==> src/rtl/core/fssm_pkg.sv <==
// Package for the four-servo smoothstep mover: sizes, fixed-point reciprocals,
// register indexes, sequencer states and the control bundle.
// Has no dependencies; every other file of the block uses it.
`default_nettype none

package fssm_pkg;

	// Move shape and servo geometry
	localparam int STEP_COUNT  = 20;
	localparam int STEP_W      = $clog2(STEP_COUNT + 1);
	localparam int LEG_COUNT   = 4;
	localparam int LEG_W       = $clog2(LEG_COUNT);
	localparam int ANGLE_W     = 8;
	localparam int ANGLE_MAX   = 180;
	localparam int ANGLE_RESET = 90;
	localparam int ANG_S_W     = ANGLE_W + 3;

	// Legs whose servo sees the mirrored angle
	localparam logic [LEG_W-1:0] LEG_FR = 2'd1;
	localparam logic [LEG_W-1:0] LEG_BL = 2'd2;

	// Pulse, duty and timing
	localparam int PERIOD_US   = 20000;
	localparam int DUTY_FULL   = 16383;
	localparam int DUTY_W      = 14;
	localparam int PULSE_W     = 15;
	localparam int PULSE_S_W   = PULSE_W + 3;
	localparam int MS_W        = 16;
	localparam int HOLD_W      = 12;
	localparam int MIN_RESET   = 500;
	localparam int MAX_RESET   = 2500;

	// Configuration port
	localparam int CFG_W     = 15;
	localparam int CFG_IDX_W = 1;
	typedef logic [CFG_IDX_W-1:0] cfg_idx_t;
	localparam cfg_idx_t CFG_MIN_PULSE = 1'b0;
	localparam cfg_idx_t CFG_MAX_PULSE = 1'b1;

	// Smoothstep numerator i*i*(3S-2i) and its denominator S^3
	localparam int NUM_DEN = STEP_COUNT * STEP_COUNT * STEP_COUNT;
	localparam int SQ_W    = 2 * STEP_W;
	localparam int NUM_W   = $clog2(NUM_DEN + 1);
	localparam int MAG_W   = ANGLE_W + NUM_W;
	localparam int SCALED_W = ANGLE_W + PULSE_W;

	// Shared multiplier operand widths
	localparam int MUL_A_W = 24;
	localparam int MUL_B_W = 30;
	localparam int MUL_P_W = MUL_A_W + MUL_B_W;

	// Rounded-up reciprocals; each is exact over the range of its dividend.
	localparam int DEN_SHIFT  = 34;
	localparam longint RECIP_DEN =
		((longint'(1) << DEN_SHIFT) + NUM_DEN - 1) / NUM_DEN;
	localparam int ANG_SHIFT  = 31;
	localparam longint RECIP_ANG =
		((longint'(1) << ANG_SHIFT) + ANGLE_MAX - 1) / ANGLE_MAX;
	localparam int DUTY_SHIFT = 30;
	localparam longint RECIP_DUTY =
		((longint'(DUTY_FULL) << DUTY_SHIFT) + PERIOD_US - 1) / PERIOD_US;
	localparam int HOLD_SHIFT = 20;
	localparam longint RECIP_HOLD =
		((longint'(1) << HOLD_SHIFT) + STEP_COUNT - 1) / STEP_COUNT;

	// Sequencer states
	typedef enum logic [3:0] {
		ST_IDLE,
		ST_HOLD_CAP,
		ST_SQ_MUL,
		ST_NUM_MUL,
		ST_NUM_CAP,
		ST_DEL_MUL,
		ST_DEN_MUL,
		ST_ANG,
		ST_SPAN_MUL,
		ST_DIV_MUL,
		ST_PULSE,
		ST_DUTY_MUL,
		ST_DUTY,
		ST_LOAD
	} state_t;

	// Control bundle from the sequencer to the datapath
	typedef struct packed {
		state_t              st;
		logic [STEP_W-1:0]   step;
		logic [LEG_W-1:0]    leg;
		logic                load;
		logic                finish;
	} ctrl_t;

endpackage

`default_nettype wire

==> src/rtl/core/fssm_mul.sv <==
// Shared unsigned multiplier of the servo mover with a registered product.
// Uses fssm_pkg for operand widths.
`default_nettype none

module fssm_mul (
	input  logic                             clk,
	input  logic [fssm_pkg::MUL_A_W-1:0]     a,
	input  logic [fssm_pkg::MUL_B_W-1:0]     b,
	output logic [fssm_pkg::MUL_P_W-1:0]     prod_q
);

	// Every product of the block passes through this one register.
	always_ff @(posedge clk) begin
		prod_q <= a * b;
	end

endmodule

`default_nettype wire

==> src/rtl/core/fssm_ctrl.sv <==
// Sequencer of the servo mover: walks the steps of a move and the legs of
// each step, at most one multiplier operation per state. Uses fssm_pkg.
`default_nettype none

module fssm_ctrl (
	input  logic            clk,
	input  logic            arst_n,
	input  logic            start,
	input  logic            out_busy,
	output fssm_pkg::ctrl_t ctrl
);

	fssm_pkg::state_t                 state_q;
	fssm_pkg::state_t                 state_d;
	logic [fssm_pkg::STEP_W-1:0]      step_q;
	logic [fssm_pkg::LEG_W-1:0]       leg_q;
	logic                             last_leg;
	logic                             last_step;

	assign last_leg  = (leg_q == fssm_pkg::LEG_W'(fssm_pkg::LEG_COUNT - 1));
	assign last_step = (step_q == fssm_pkg::STEP_W'(fssm_pkg::STEP_COUNT));

	// Next state.
	always_comb begin
		state_d = state_q;
		case (state_q)
			fssm_pkg::ST_IDLE: begin
				if (start) state_d = fssm_pkg::ST_HOLD_CAP;
			end
			fssm_pkg::ST_HOLD_CAP: state_d = fssm_pkg::ST_SQ_MUL;
			fssm_pkg::ST_SQ_MUL:   state_d = fssm_pkg::ST_NUM_MUL;
			fssm_pkg::ST_NUM_MUL:  state_d = fssm_pkg::ST_NUM_CAP;
			fssm_pkg::ST_NUM_CAP:  state_d = fssm_pkg::ST_DEL_MUL;
			fssm_pkg::ST_DEL_MUL:  state_d = fssm_pkg::ST_DEN_MUL;
			fssm_pkg::ST_DEN_MUL:  state_d = fssm_pkg::ST_ANG;
			fssm_pkg::ST_ANG:      state_d = fssm_pkg::ST_SPAN_MUL;
			fssm_pkg::ST_SPAN_MUL: state_d = fssm_pkg::ST_DIV_MUL;
			fssm_pkg::ST_DIV_MUL:  state_d = fssm_pkg::ST_PULSE;
			fssm_pkg::ST_PULSE:    state_d = fssm_pkg::ST_DUTY_MUL;
			fssm_pkg::ST_DUTY_MUL: state_d = fssm_pkg::ST_DUTY;
			fssm_pkg::ST_DUTY: begin
				state_d = last_leg ? fssm_pkg::ST_LOAD : fssm_pkg::ST_DEL_MUL;
			end
			fssm_pkg::ST_LOAD: begin
				if (!out_busy) begin
					state_d = last_step ? fssm_pkg::ST_IDLE : fssm_pkg::ST_SQ_MUL;
				end
			end
			default: state_d = fssm_pkg::ST_IDLE;
		endcase
	end

	// Control outputs.
	always_comb begin
		ctrl        = '0;
		ctrl.st     = state_q;
		ctrl.step   = step_q;
		ctrl.leg    = leg_q;
		ctrl.load   = (state_q == fssm_pkg::ST_LOAD) && !out_busy;
		ctrl.finish = (state_q == fssm_pkg::ST_LOAD) && !out_busy && last_step;
	end

	// State, step counter and leg counter.
	always_ff @(posedge clk or negedge arst_n) begin
		if (!arst_n) begin
			state_q <= fssm_pkg::ST_IDLE;
			step_q  <= '0;
			leg_q   <= '0;
		end else begin
			state_q <= state_d;
			if (state_q == fssm_pkg::ST_IDLE) begin
				step_q <= '0;
				leg_q  <= '0;
			end else if (state_q == fssm_pkg::ST_DUTY) begin
				leg_q <= last_leg ? '0 : leg_q + 1'b1;
			end else if ((state_q == fssm_pkg::ST_LOAD) && !out_busy && !last_step) begin
				step_q <= step_q + 1'b1;
			end
		end
	end

endmodule

`default_nettype wire

==> src/rtl/core/four_servo_smoothstep_mover.sv <==
// Top level of the four-servo smoothstep mover: configuration registers,
// leg angle state, datapath around the shared multiplier and result register.
// Uses fssm_pkg, fssm_mul and fssm_ctrl.
`default_nettype none

// A move command (four target angles and a duration) yields STEP_COUNT+1
// results, one per easing step, each carrying the four servo duties, the hold
// time per step and a last-step flag. Every product goes through one shared
// multiplier under a sequencer, whose load state waits while results stall.
// in_stall is high while a move runs. The last result may still wait in the
// output register while the next command is taken. Duty limits apply at the
// next command after a write only if the user writes them between moves; the
// block itself does not enforce this.
module four_servo_smoothstep_mover (
	input  logic                               clk,
	input  logic                               arst_n,
	// configuration write port
	input  logic                               cfg_wr_en,
	input  logic [fssm_pkg::CFG_IDX_W-1:0]     cfg_index,
	input  logic [fssm_pkg::CFG_W-1:0]         cfg_data,
	// move command channel
	input  logic                               in_valid,
	output logic                               in_stall,
	input  logic [fssm_pkg::ANGLE_W-1:0]       target_fl,
	input  logic [fssm_pkg::ANGLE_W-1:0]       target_fr,
	input  logic [fssm_pkg::ANGLE_W-1:0]       target_bl,
	input  logic [fssm_pkg::ANGLE_W-1:0]       target_br,
	input  logic [fssm_pkg::MS_W-1:0]          move_ms,
	// step result channel
	output logic                               out_valid,
	input  logic                               out_stall,
	output logic [fssm_pkg::DUTY_W-1:0]        duty_fl,
	output logic [fssm_pkg::DUTY_W-1:0]        duty_fr,
	output logic [fssm_pkg::DUTY_W-1:0]        duty_bl,
	output logic [fssm_pkg::DUTY_W-1:0]        duty_br,
	output logic [fssm_pkg::HOLD_W-1:0]        hold_ms,
	output logic [fssm_pkg::STEP_W-1:0]        step_index,
	output logic                               last_step
);

	fssm_pkg::ctrl_t                      ctrl;
	logic                                 start;
	logic                                 out_busy;

	logic [fssm_pkg::CFG_W-1:0]           min_q;
	logic [fssm_pkg::CFG_W-1:0]           max_q;
	logic [fssm_pkg::ANGLE_W-1:0]         ang_q [fssm_pkg::LEG_COUNT];
	logic [fssm_pkg::ANGLE_W-1:0]         tgt_q [fssm_pkg::LEG_COUNT];

	logic [fssm_pkg::MUL_A_W-1:0]         mul_a;
	logic [fssm_pkg::MUL_B_W-1:0]         mul_b;
	logic [fssm_pkg::MUL_P_W-1:0]         prod_q;

	logic [fssm_pkg::HOLD_W-1:0]          hold_q;
	logic [fssm_pkg::NUM_W-1:0]           num_q;
	logic                                 neg_q;
	logic [fssm_pkg::ANGLE_W-1:0]         deg_q;
	logic [fssm_pkg::PULSE_W-1:0]         pulse_q;
	logic [fssm_pkg::DUTY_W-1:0]          duty_q [fssm_pkg::LEG_COUNT];

	logic                                 out_valid_q;
	logic [fssm_pkg::DUTY_W-1:0]          out_duty_q [fssm_pkg::LEG_COUNT];
	logic [fssm_pkg::HOLD_W-1:0]          out_hold_q;
	logic [fssm_pkg::STEP_W-1:0]          out_step_q;
	logic                                 out_last_q;

	logic [fssm_pkg::ANGLE_W-1:0]         from_ang;
	logic signed [fssm_pkg::ANGLE_W:0]    delta;
	logic [fssm_pkg::ANGLE_W-1:0]         delta_mag;
	logic signed [fssm_pkg::CFG_W:0]      span;
	logic [fssm_pkg::CFG_W-1:0]           span_mag;
	logic signed [fssm_pkg::ANG_S_W-1:0]  ang_step;
	logic signed [fssm_pkg::ANG_S_W-1:0]  ang_servo;
	logic [fssm_pkg::ANGLE_W-1:0]         deg_d;
	logic signed [fssm_pkg::PULSE_S_W-1:0] pulse_step;
	logic signed [fssm_pkg::PULSE_S_W-1:0] pulse_off;
	logic [fssm_pkg::PULSE_W-1:0]         pulse_d;
	logic [fssm_pkg::ANGLE_W-1:0]         ang_q_off;

	assign in_stall = (ctrl.st != fssm_pkg::ST_IDLE);
	assign start    = in_valid && !in_stall;
	assign out_busy = out_valid_q && out_stall;

	fssm_ctrl u_ctrl (
		.clk      (clk),
		.arst_n   (arst_n),
		.start    (start),
		.out_busy (out_busy),
		.ctrl     (ctrl)
	);

	fssm_mul u_mul (
		.clk    (clk),
		.a      (mul_a),
		.b      (mul_b),
		.prod_q (prod_q)
	);

	// Configuration registers; an unknown index is ignored.
	always_ff @(posedge clk or negedge arst_n) begin
		if (!arst_n) begin
			min_q <= fssm_pkg::CFG_W'(fssm_pkg::MIN_RESET);
			max_q <= fssm_pkg::CFG_W'(fssm_pkg::MAX_RESET);
		end else if (cfg_wr_en) begin
			case (cfg_index)
				fssm_pkg::CFG_MIN_PULSE: min_q <= cfg_data;
				fssm_pkg::CFG_MAX_PULSE: max_q <= cfg_data;
				default: ;
			endcase
		end
	end

	// Current leg angles; the targets take their place once the last step is loaded into the result register.
	always_ff @(posedge clk or negedge arst_n) begin
		if (!arst_n) begin
			for (int k = 0; k < fssm_pkg::LEG_COUNT; k++) begin
				ang_q[k] <= fssm_pkg::ANGLE_W'(fssm_pkg::ANGLE_RESET);
			end
		end else if (ctrl.finish) begin
			for (int k = 0; k < fssm_pkg::LEG_COUNT; k++) begin
				ang_q[k] <= tgt_q[k];
			end
		end
	end

	// Leg difference and signed pulse span.
	assign from_ang  = ang_q[ctrl.leg];
	assign delta     = $signed({1'b0, tgt_q[ctrl.leg]}) - $signed({1'b0, from_ang});
	assign delta_mag = delta[fssm_pkg::ANGLE_W] ? fssm_pkg::ANGLE_W'(-delta)
	                                            : delta[fssm_pkg::ANGLE_W-1:0];
	assign span      = $signed({1'b0, max_q}) - $signed({1'b0, min_q});
	assign span_mag  = span[fssm_pkg::CFG_W] ? fssm_pkg::CFG_W'(-span)
	                                         : span[fssm_pkg::CFG_W-1:0];

	// Multiplier operands for each sequencer state.
	always_comb begin
		mul_a = '0;
		mul_b = '0;
		case (ctrl.st)
			fssm_pkg::ST_IDLE: begin
				mul_a = fssm_pkg::MUL_A_W'(move_ms);
				mul_b = fssm_pkg::MUL_B_W'(fssm_pkg::RECIP_HOLD);
			end
			fssm_pkg::ST_SQ_MUL: begin
				mul_a = fssm_pkg::MUL_A_W'(ctrl.step);
				mul_b = fssm_pkg::MUL_B_W'(ctrl.step);
			end
			fssm_pkg::ST_NUM_MUL: begin
				mul_a = fssm_pkg::MUL_A_W'(prod_q[fssm_pkg::SQ_W-1:0]);
				mul_b = fssm_pkg::MUL_B_W'(3 * fssm_pkg::STEP_COUNT)
				      - (fssm_pkg::MUL_B_W'(ctrl.step) << 1);
			end
			fssm_pkg::ST_DEL_MUL: begin
				mul_a = fssm_pkg::MUL_A_W'(delta_mag);
				mul_b = fssm_pkg::MUL_B_W'(num_q);
			end
			fssm_pkg::ST_DEN_MUL: begin
				mul_a = fssm_pkg::MUL_A_W'(prod_q[fssm_pkg::MAG_W-1:0]);
				mul_b = fssm_pkg::MUL_B_W'(fssm_pkg::RECIP_DEN);
			end
			fssm_pkg::ST_SPAN_MUL: begin
				mul_a = fssm_pkg::MUL_A_W'(deg_q);
				mul_b = fssm_pkg::MUL_B_W'(span_mag);
			end
			fssm_pkg::ST_DIV_MUL: begin
				mul_a = fssm_pkg::MUL_A_W'(prod_q[fssm_pkg::SCALED_W-1:0]);
				mul_b = fssm_pkg::MUL_B_W'(fssm_pkg::RECIP_ANG);
			end
			fssm_pkg::ST_DUTY_MUL: begin
				mul_a = fssm_pkg::MUL_A_W'(pulse_q);
				mul_b = fssm_pkg::MUL_B_W'(fssm_pkg::RECIP_DUTY);
			end
			default: begin
				mul_a = '0;
				mul_b = '0;
			end
		endcase
	end

	// Eased angle of this leg, mirrored where needed, clamped to the servo range.
	assign ang_q_off = prod_q[fssm_pkg::DEN_SHIFT +: fssm_pkg::ANGLE_W];
	always_comb begin
		ang_step = $signed({3'b000, from_ang})
		         + (neg_q ? -$signed({3'b000, ang_q_off}) : $signed({3'b000, ang_q_off}));
		if ((ctrl.leg == fssm_pkg::LEG_FR) || (ctrl.leg == fssm_pkg::LEG_BL)) begin
			ang_servo = fssm_pkg::ANG_S_W'(fssm_pkg::ANGLE_MAX) - ang_step;
		end else begin
			ang_servo = ang_step;
		end
		if (ang_servo < 0) begin
			deg_d = '0;
		end else if (ang_servo > fssm_pkg::ANG_S_W'(fssm_pkg::ANGLE_MAX)) begin
			deg_d = fssm_pkg::ANGLE_W'(fssm_pkg::ANGLE_MAX);
		end else begin
			deg_d = ang_servo[fssm_pkg::ANGLE_W-1:0];
		end
	end

	// Pulse width from the angle, saturated to the PWM period.
	always_comb begin
		pulse_off  = $signed({3'b000, prod_q[fssm_pkg::ANG_SHIFT +: fssm_pkg::PULSE_W]});
		pulse_step = $signed({3'b000, min_q})
		           + (span[fssm_pkg::CFG_W] ? -pulse_off : pulse_off);
		if (pulse_step < 0) begin
			pulse_d = '0;
		end else if (pulse_step > fssm_pkg::PULSE_S_W'(fssm_pkg::PERIOD_US)) begin
			pulse_d = fssm_pkg::PULSE_W'(fssm_pkg::PERIOD_US);
		end else begin
			pulse_d = pulse_step[fssm_pkg::PULSE_W-1:0];
		end
	end

	// Working registers, each written in its own sequencer state.
	always_ff @(posedge clk) begin
		if (start) begin
			tgt_q[0] <= target_fl;
			tgt_q[1] <= target_fr;
			tgt_q[2] <= target_bl;
			tgt_q[3] <= target_br;
		end
		if (ctrl.st == fssm_pkg::ST_HOLD_CAP) begin
			hold_q <= prod_q[fssm_pkg::HOLD_SHIFT +: fssm_pkg::HOLD_W];
		end
		if (ctrl.st == fssm_pkg::ST_NUM_CAP) begin
			num_q <= prod_q[fssm_pkg::NUM_W-1:0];
		end
		if (ctrl.st == fssm_pkg::ST_DEL_MUL) begin
			neg_q <= delta[fssm_pkg::ANGLE_W];
		end
		if (ctrl.st == fssm_pkg::ST_ANG) begin
			deg_q <= deg_d;
		end
		if (ctrl.st == fssm_pkg::ST_PULSE) begin
			pulse_q <= pulse_d;
		end
		if (ctrl.st == fssm_pkg::ST_DUTY) begin
			duty_q[ctrl.leg] <= prod_q[fssm_pkg::DUTY_SHIFT +: fssm_pkg::DUTY_W];
		end
	end

	// Result register: loaded when empty or when its content transfers this cycle.
	always_ff @(posedge clk or negedge arst_n) begin
		if (!arst_n) begin
			out_valid_q <= 1'b0;
		end else if (ctrl.load) begin
			out_valid_q <= 1'b1;
		end else if (!out_stall) begin
			out_valid_q <= 1'b0;
		end
	end

	always_ff @(posedge clk) begin
		if (ctrl.load) begin
			for (int k = 0; k < fssm_pkg::LEG_COUNT; k++) begin
				out_duty_q[k] <= duty_q[k];
			end
			out_hold_q <= hold_q;
			out_step_q <= ctrl.step;
			out_last_q <= ctrl.finish;
		end
	end

	assign out_valid  = out_valid_q;
	assign duty_fl    = out_duty_q[0];
	assign duty_fr    = out_duty_q[1];
	assign duty_bl    = out_duty_q[2];
	assign duty_br    = out_duty_q[3];
	assign hold_ms    = out_hold_q;
	assign step_index = out_step_q;
	assign last_step  = out_last_q;

endmodule

`default_nettype wire

==> config.mk <==
export PLATFORM = sky130hd
export DESIGN_NAME = four_servo_smoothstep_mover
export DESIGN_NICKNAME = d
export VERILOG_FILES = /design/src/rtl/core/fssm_pkg.sv /design/src/rtl/core/fssm_mul.sv /design/src/rtl/core/fssm_ctrl.sv /design/src/rtl/core/four_servo_smoothstep_mover.sv
export SDC_FILE = /design/constraint.sdc
export NUM_CORES = 2
export LEC_CHECK = 0
export BUFFER_PORTS_ARGS = -buffer_cell sky130_fd_sc_hd__buf_2
export CAP_MARGIN = 0
export CORE_ASPECT_RATIO = 0.5
export CORE_MARGIN = 2
export CORE_UTILIZATION = 25
export CTS_CLUSTER_SIZE = 14
export DETAILED_ROUTE_END_ITERATION = 10
export HOLD_SLACK_MARGIN = 0.05
export RECOVER_POWER = 25
export SLEW_MARGIN = 0
export SYNTH_ARGS = -nofsm -noshare
export SYNTH_HDL_FRONTEND = slang
export SYNTH_HIERARCHICAL = 1
export SYNTH_SLANG_ARGS = --single-unit
==> constraint.sdc <==
create_clock -name clk -period 10.34 [get_ports clk]
set_input_delay 0.517 -clock clk [delete_from_list [all_inputs] [get_ports clk]]
set_output_delay 0.517 -clock clk [all_outputs]
set_load 0.02 [all_outputs]
==> run_results.csv <==
group,metric,value,unit
worst_setup_path,start_kind,"register",
layout,fin_area,42300,µm²
worst_setup_path,max_stage_delay,0.55,ns
hold_path,hold_class,"input pin to register",
worst_setup_path,cp.arrival,10.42,ns
placed_design,post_dp_cell_area,41000,µm²
worst_setup_path,rrSetupSlack,0.36,ns
pwr,leakagePower,0.0189,µW
sta,max_freq,0.100,GHz
drt,firstDrtPassIters,5,
placed_design,gp_congestion,0.888,
grt,grt_pass1_vias,26800,
clock_network,clkLatencyLatePin,0.59,ns
layout,n_fill_cell,15500,
sta,fin_tns_setup,0,ns
sta,drv_slew,0,
placed_design,placed_cells_incl_taps,5808,
sta,finalHoldViolations,0,
floorplan,dieArea,153000,µm²
layout,syn_to_final_growth,13.0,%
pwr,vdd_drop_max,0.000211,V
sta,rsz0062_at_grt,"true",
worst_setup_path,cp_max_fo,19,
worst_setup_path,path_class,"register to register",
grt,grt_pass1_wl,157000,µm
hold_path,min_from,"target_br[1]",
worst_setup_path,crit_required,10.78,ns
worst_setup_path,worstSetupEndpoint,"u_mul/prod_q[45]",
grt,overflow,0,
worst_setup_path,crit_slowest_cell,"mux4_2",
placed_design,dp_hpwl,78800,µm
run,max_cap_violations,0,
grt,track_usage,13.1,%
floorplan,initial_core_util,25.2,%
worst_setup_path,r2r-end,"u_mul/prod_q[45]",
pwr,power_density,253,nW/µm²
clock_network,root_buffer,"clkbuf_16",
sta,fin_crit_sh,96.5,%
drt,antenna_left,0,
drt,dr_total_vias,26000,
drt,via_per_inst,4.42,
floorplan,pin_count,145,
drt,remaining_drc_errors,0,
run_status,status,"finished, final reports clean",
grt,grt_antenna_before_repair,12,
sta,tightest_slew,1.05,ns
clock_network,h-tree-depth,2,
clock_network,path_clk_slew,0.06,ns
sta,setup_violations,0,
drt,wl,99700,µm
sta,fin_skew,0.0334,ns
synth,synthesis.area,37400,µm²
worst_setup_path,cp_common_cell,"fa_1",
placed_design,io_buffers,144,
clock_network,cts_tree,"yes",
floorplan,core_area,149000,µm²
floorplan,fp.dieH,278,µm
layout,nets,4728,
worst_setup_path,rr_worst_depth,37,
worst_setup_path,cp-end-kind,"register",
sta,worst_hold_slack,0.101,ns
floorplan,rows,100,
synth,ys.warnings.count,6,
grt,grt_max_degree,87,
clock_network,numCtsBuffers,38,
synth,synth_cells,3751,
clock_network,cts_sinks,331,
sta,slew_headroom,30.1,%
clock_network,cts_buffer_depth,3,
drt,wl_per_cell,17.0,µm
worst_setup_path,r2r_start,"u_ctrl/leg_q[0]",
synth,syn_avg_cell_area,9.98,µm²
worst_setup_path,worstSetupStartpoint,"u_ctrl/leg_q[0]",
drt,dr.first_iter.drc_count,1933,
sta,finalCriticalPeriod,9.98,ns
floorplan,die_x,551,µm
layout,drive_gt1_share,12.0,%
layout,layout.cells.non_filler,5879,
## state kept, by name, indices dropped and copies added (netlist names)
| register | count |
|---|---|
| ang_q | 32 |
| deg_q | 8 |
| duty_q | 56 |
| hold_ms | 12 |
| hold_q | 12 |
| last_step | 1 |
| max_q | 15 |
| min_q | 15 |
| neg_q | 1 |
| num_q | 13 |
| out_duty_q | 56 |
| out_valid | 1 |
| pulse_q | 15 |
| step_index | 5 |
| tgt_q | 32 |
| u_ctrl/leg_q | 2 |
| u_ctrl/state_q | 4 |
| u_ctrl/step_q | 5 |
| u_mul/prod_q | 46 |
## worst max-delay path: cells and delay by family, from the launching register on
kind	cells	cell delay (ns)
AOI/OAI and AO/OA	15	2.86
buffers and inverters	8	0.95
DFF	1	0.40
muxes	1	0.55
and+or+nand+nor	2	0.34
xor gates and xnor gates	2	0.41
adders and majority gates	9	4.30
## per-stage QoR
stage	utilization, %	setup WS (ns)	power [µW]
finish	28.5	0.358	10700
CTS	28.4	0.163	10700
floorplan	-	0.0877	6740
detailed placement	27.5	0.0852	9240
global route	28.5	-0.0416	11600
global placement	27.5	0.187	9200
## placed cells by master (no fill, tap or decap), drive strengths merged, types with 16 or more instances in the layout
master  instances
a21oi         119
o21ai          87
clkbuf         52
fa            599
nand2b         19
and2          368
nor3           27
nand3          26
nor2b          17
mux4           16
and3           19
o21bai         21
a31oi          24
xnor2          76
mux2           49
buf           257
dfrtp          47
nor2           79
edfxtp        211
ha            200
a21o           28
o211ai         17
dfxtp          46
xor2           46
dfstp          27
nand2         472
inv           728
## timing repair
action                                  in CTS  in global routing
hold buffers                                 1                  0
endpoints found under the hold margin        1                  0
buffers inserted                             0                  0
gates resized for setup                      0                  9
endpoints found under the setup margin       0                 17
## routing by layer
metal	GRT usage, %	share of wire [%]	up-vias
met2	21.9	48	666
met5	0	0.057	-
li1	-	-	11900
met4	3.08	2.3	10
met3	2.10	5.9	113
met1	17.6	44	13300
## worst min-delay path by stage
| stage | to | cells after the start |
|---|---|---|
| final | tgt_q[3][1] | 1 |
| after global routing | tgt_q[3][3] | 1 |
| after CTS | tgt_q[3][1] | 1 |
| after detailed placement | out_valid | 1 |
| after global placement | out_valid | 1 |
| after floorplan | ang_q[0] | 0 |
## area by class of cell
class | instances | area [µm²] | share of cell area [%]
multi-input combinational | 2500 | 25000 | 59.0
sequential | 331 | 9140 | 21.6
inverter | 729 | 2740 | 6.46
tap | 1989 | 2490 | 5.88
timing repair buffer | 260 | 1670 | 3.94
clock buffer | 50 | 1020 | 2.40
clock inverter | 19 | 295 | 0.698
antenna | 1 | 2.50 | 0.00591
## power by group
group          switching (µW)  internal (µW)  leakage, µW
Sequential                195           1690      0.00320
Clock                     580            832     0.000629
Combinational            4640           2750       0.0151
No activity file was read; power rests on OpenSTA's default activity.
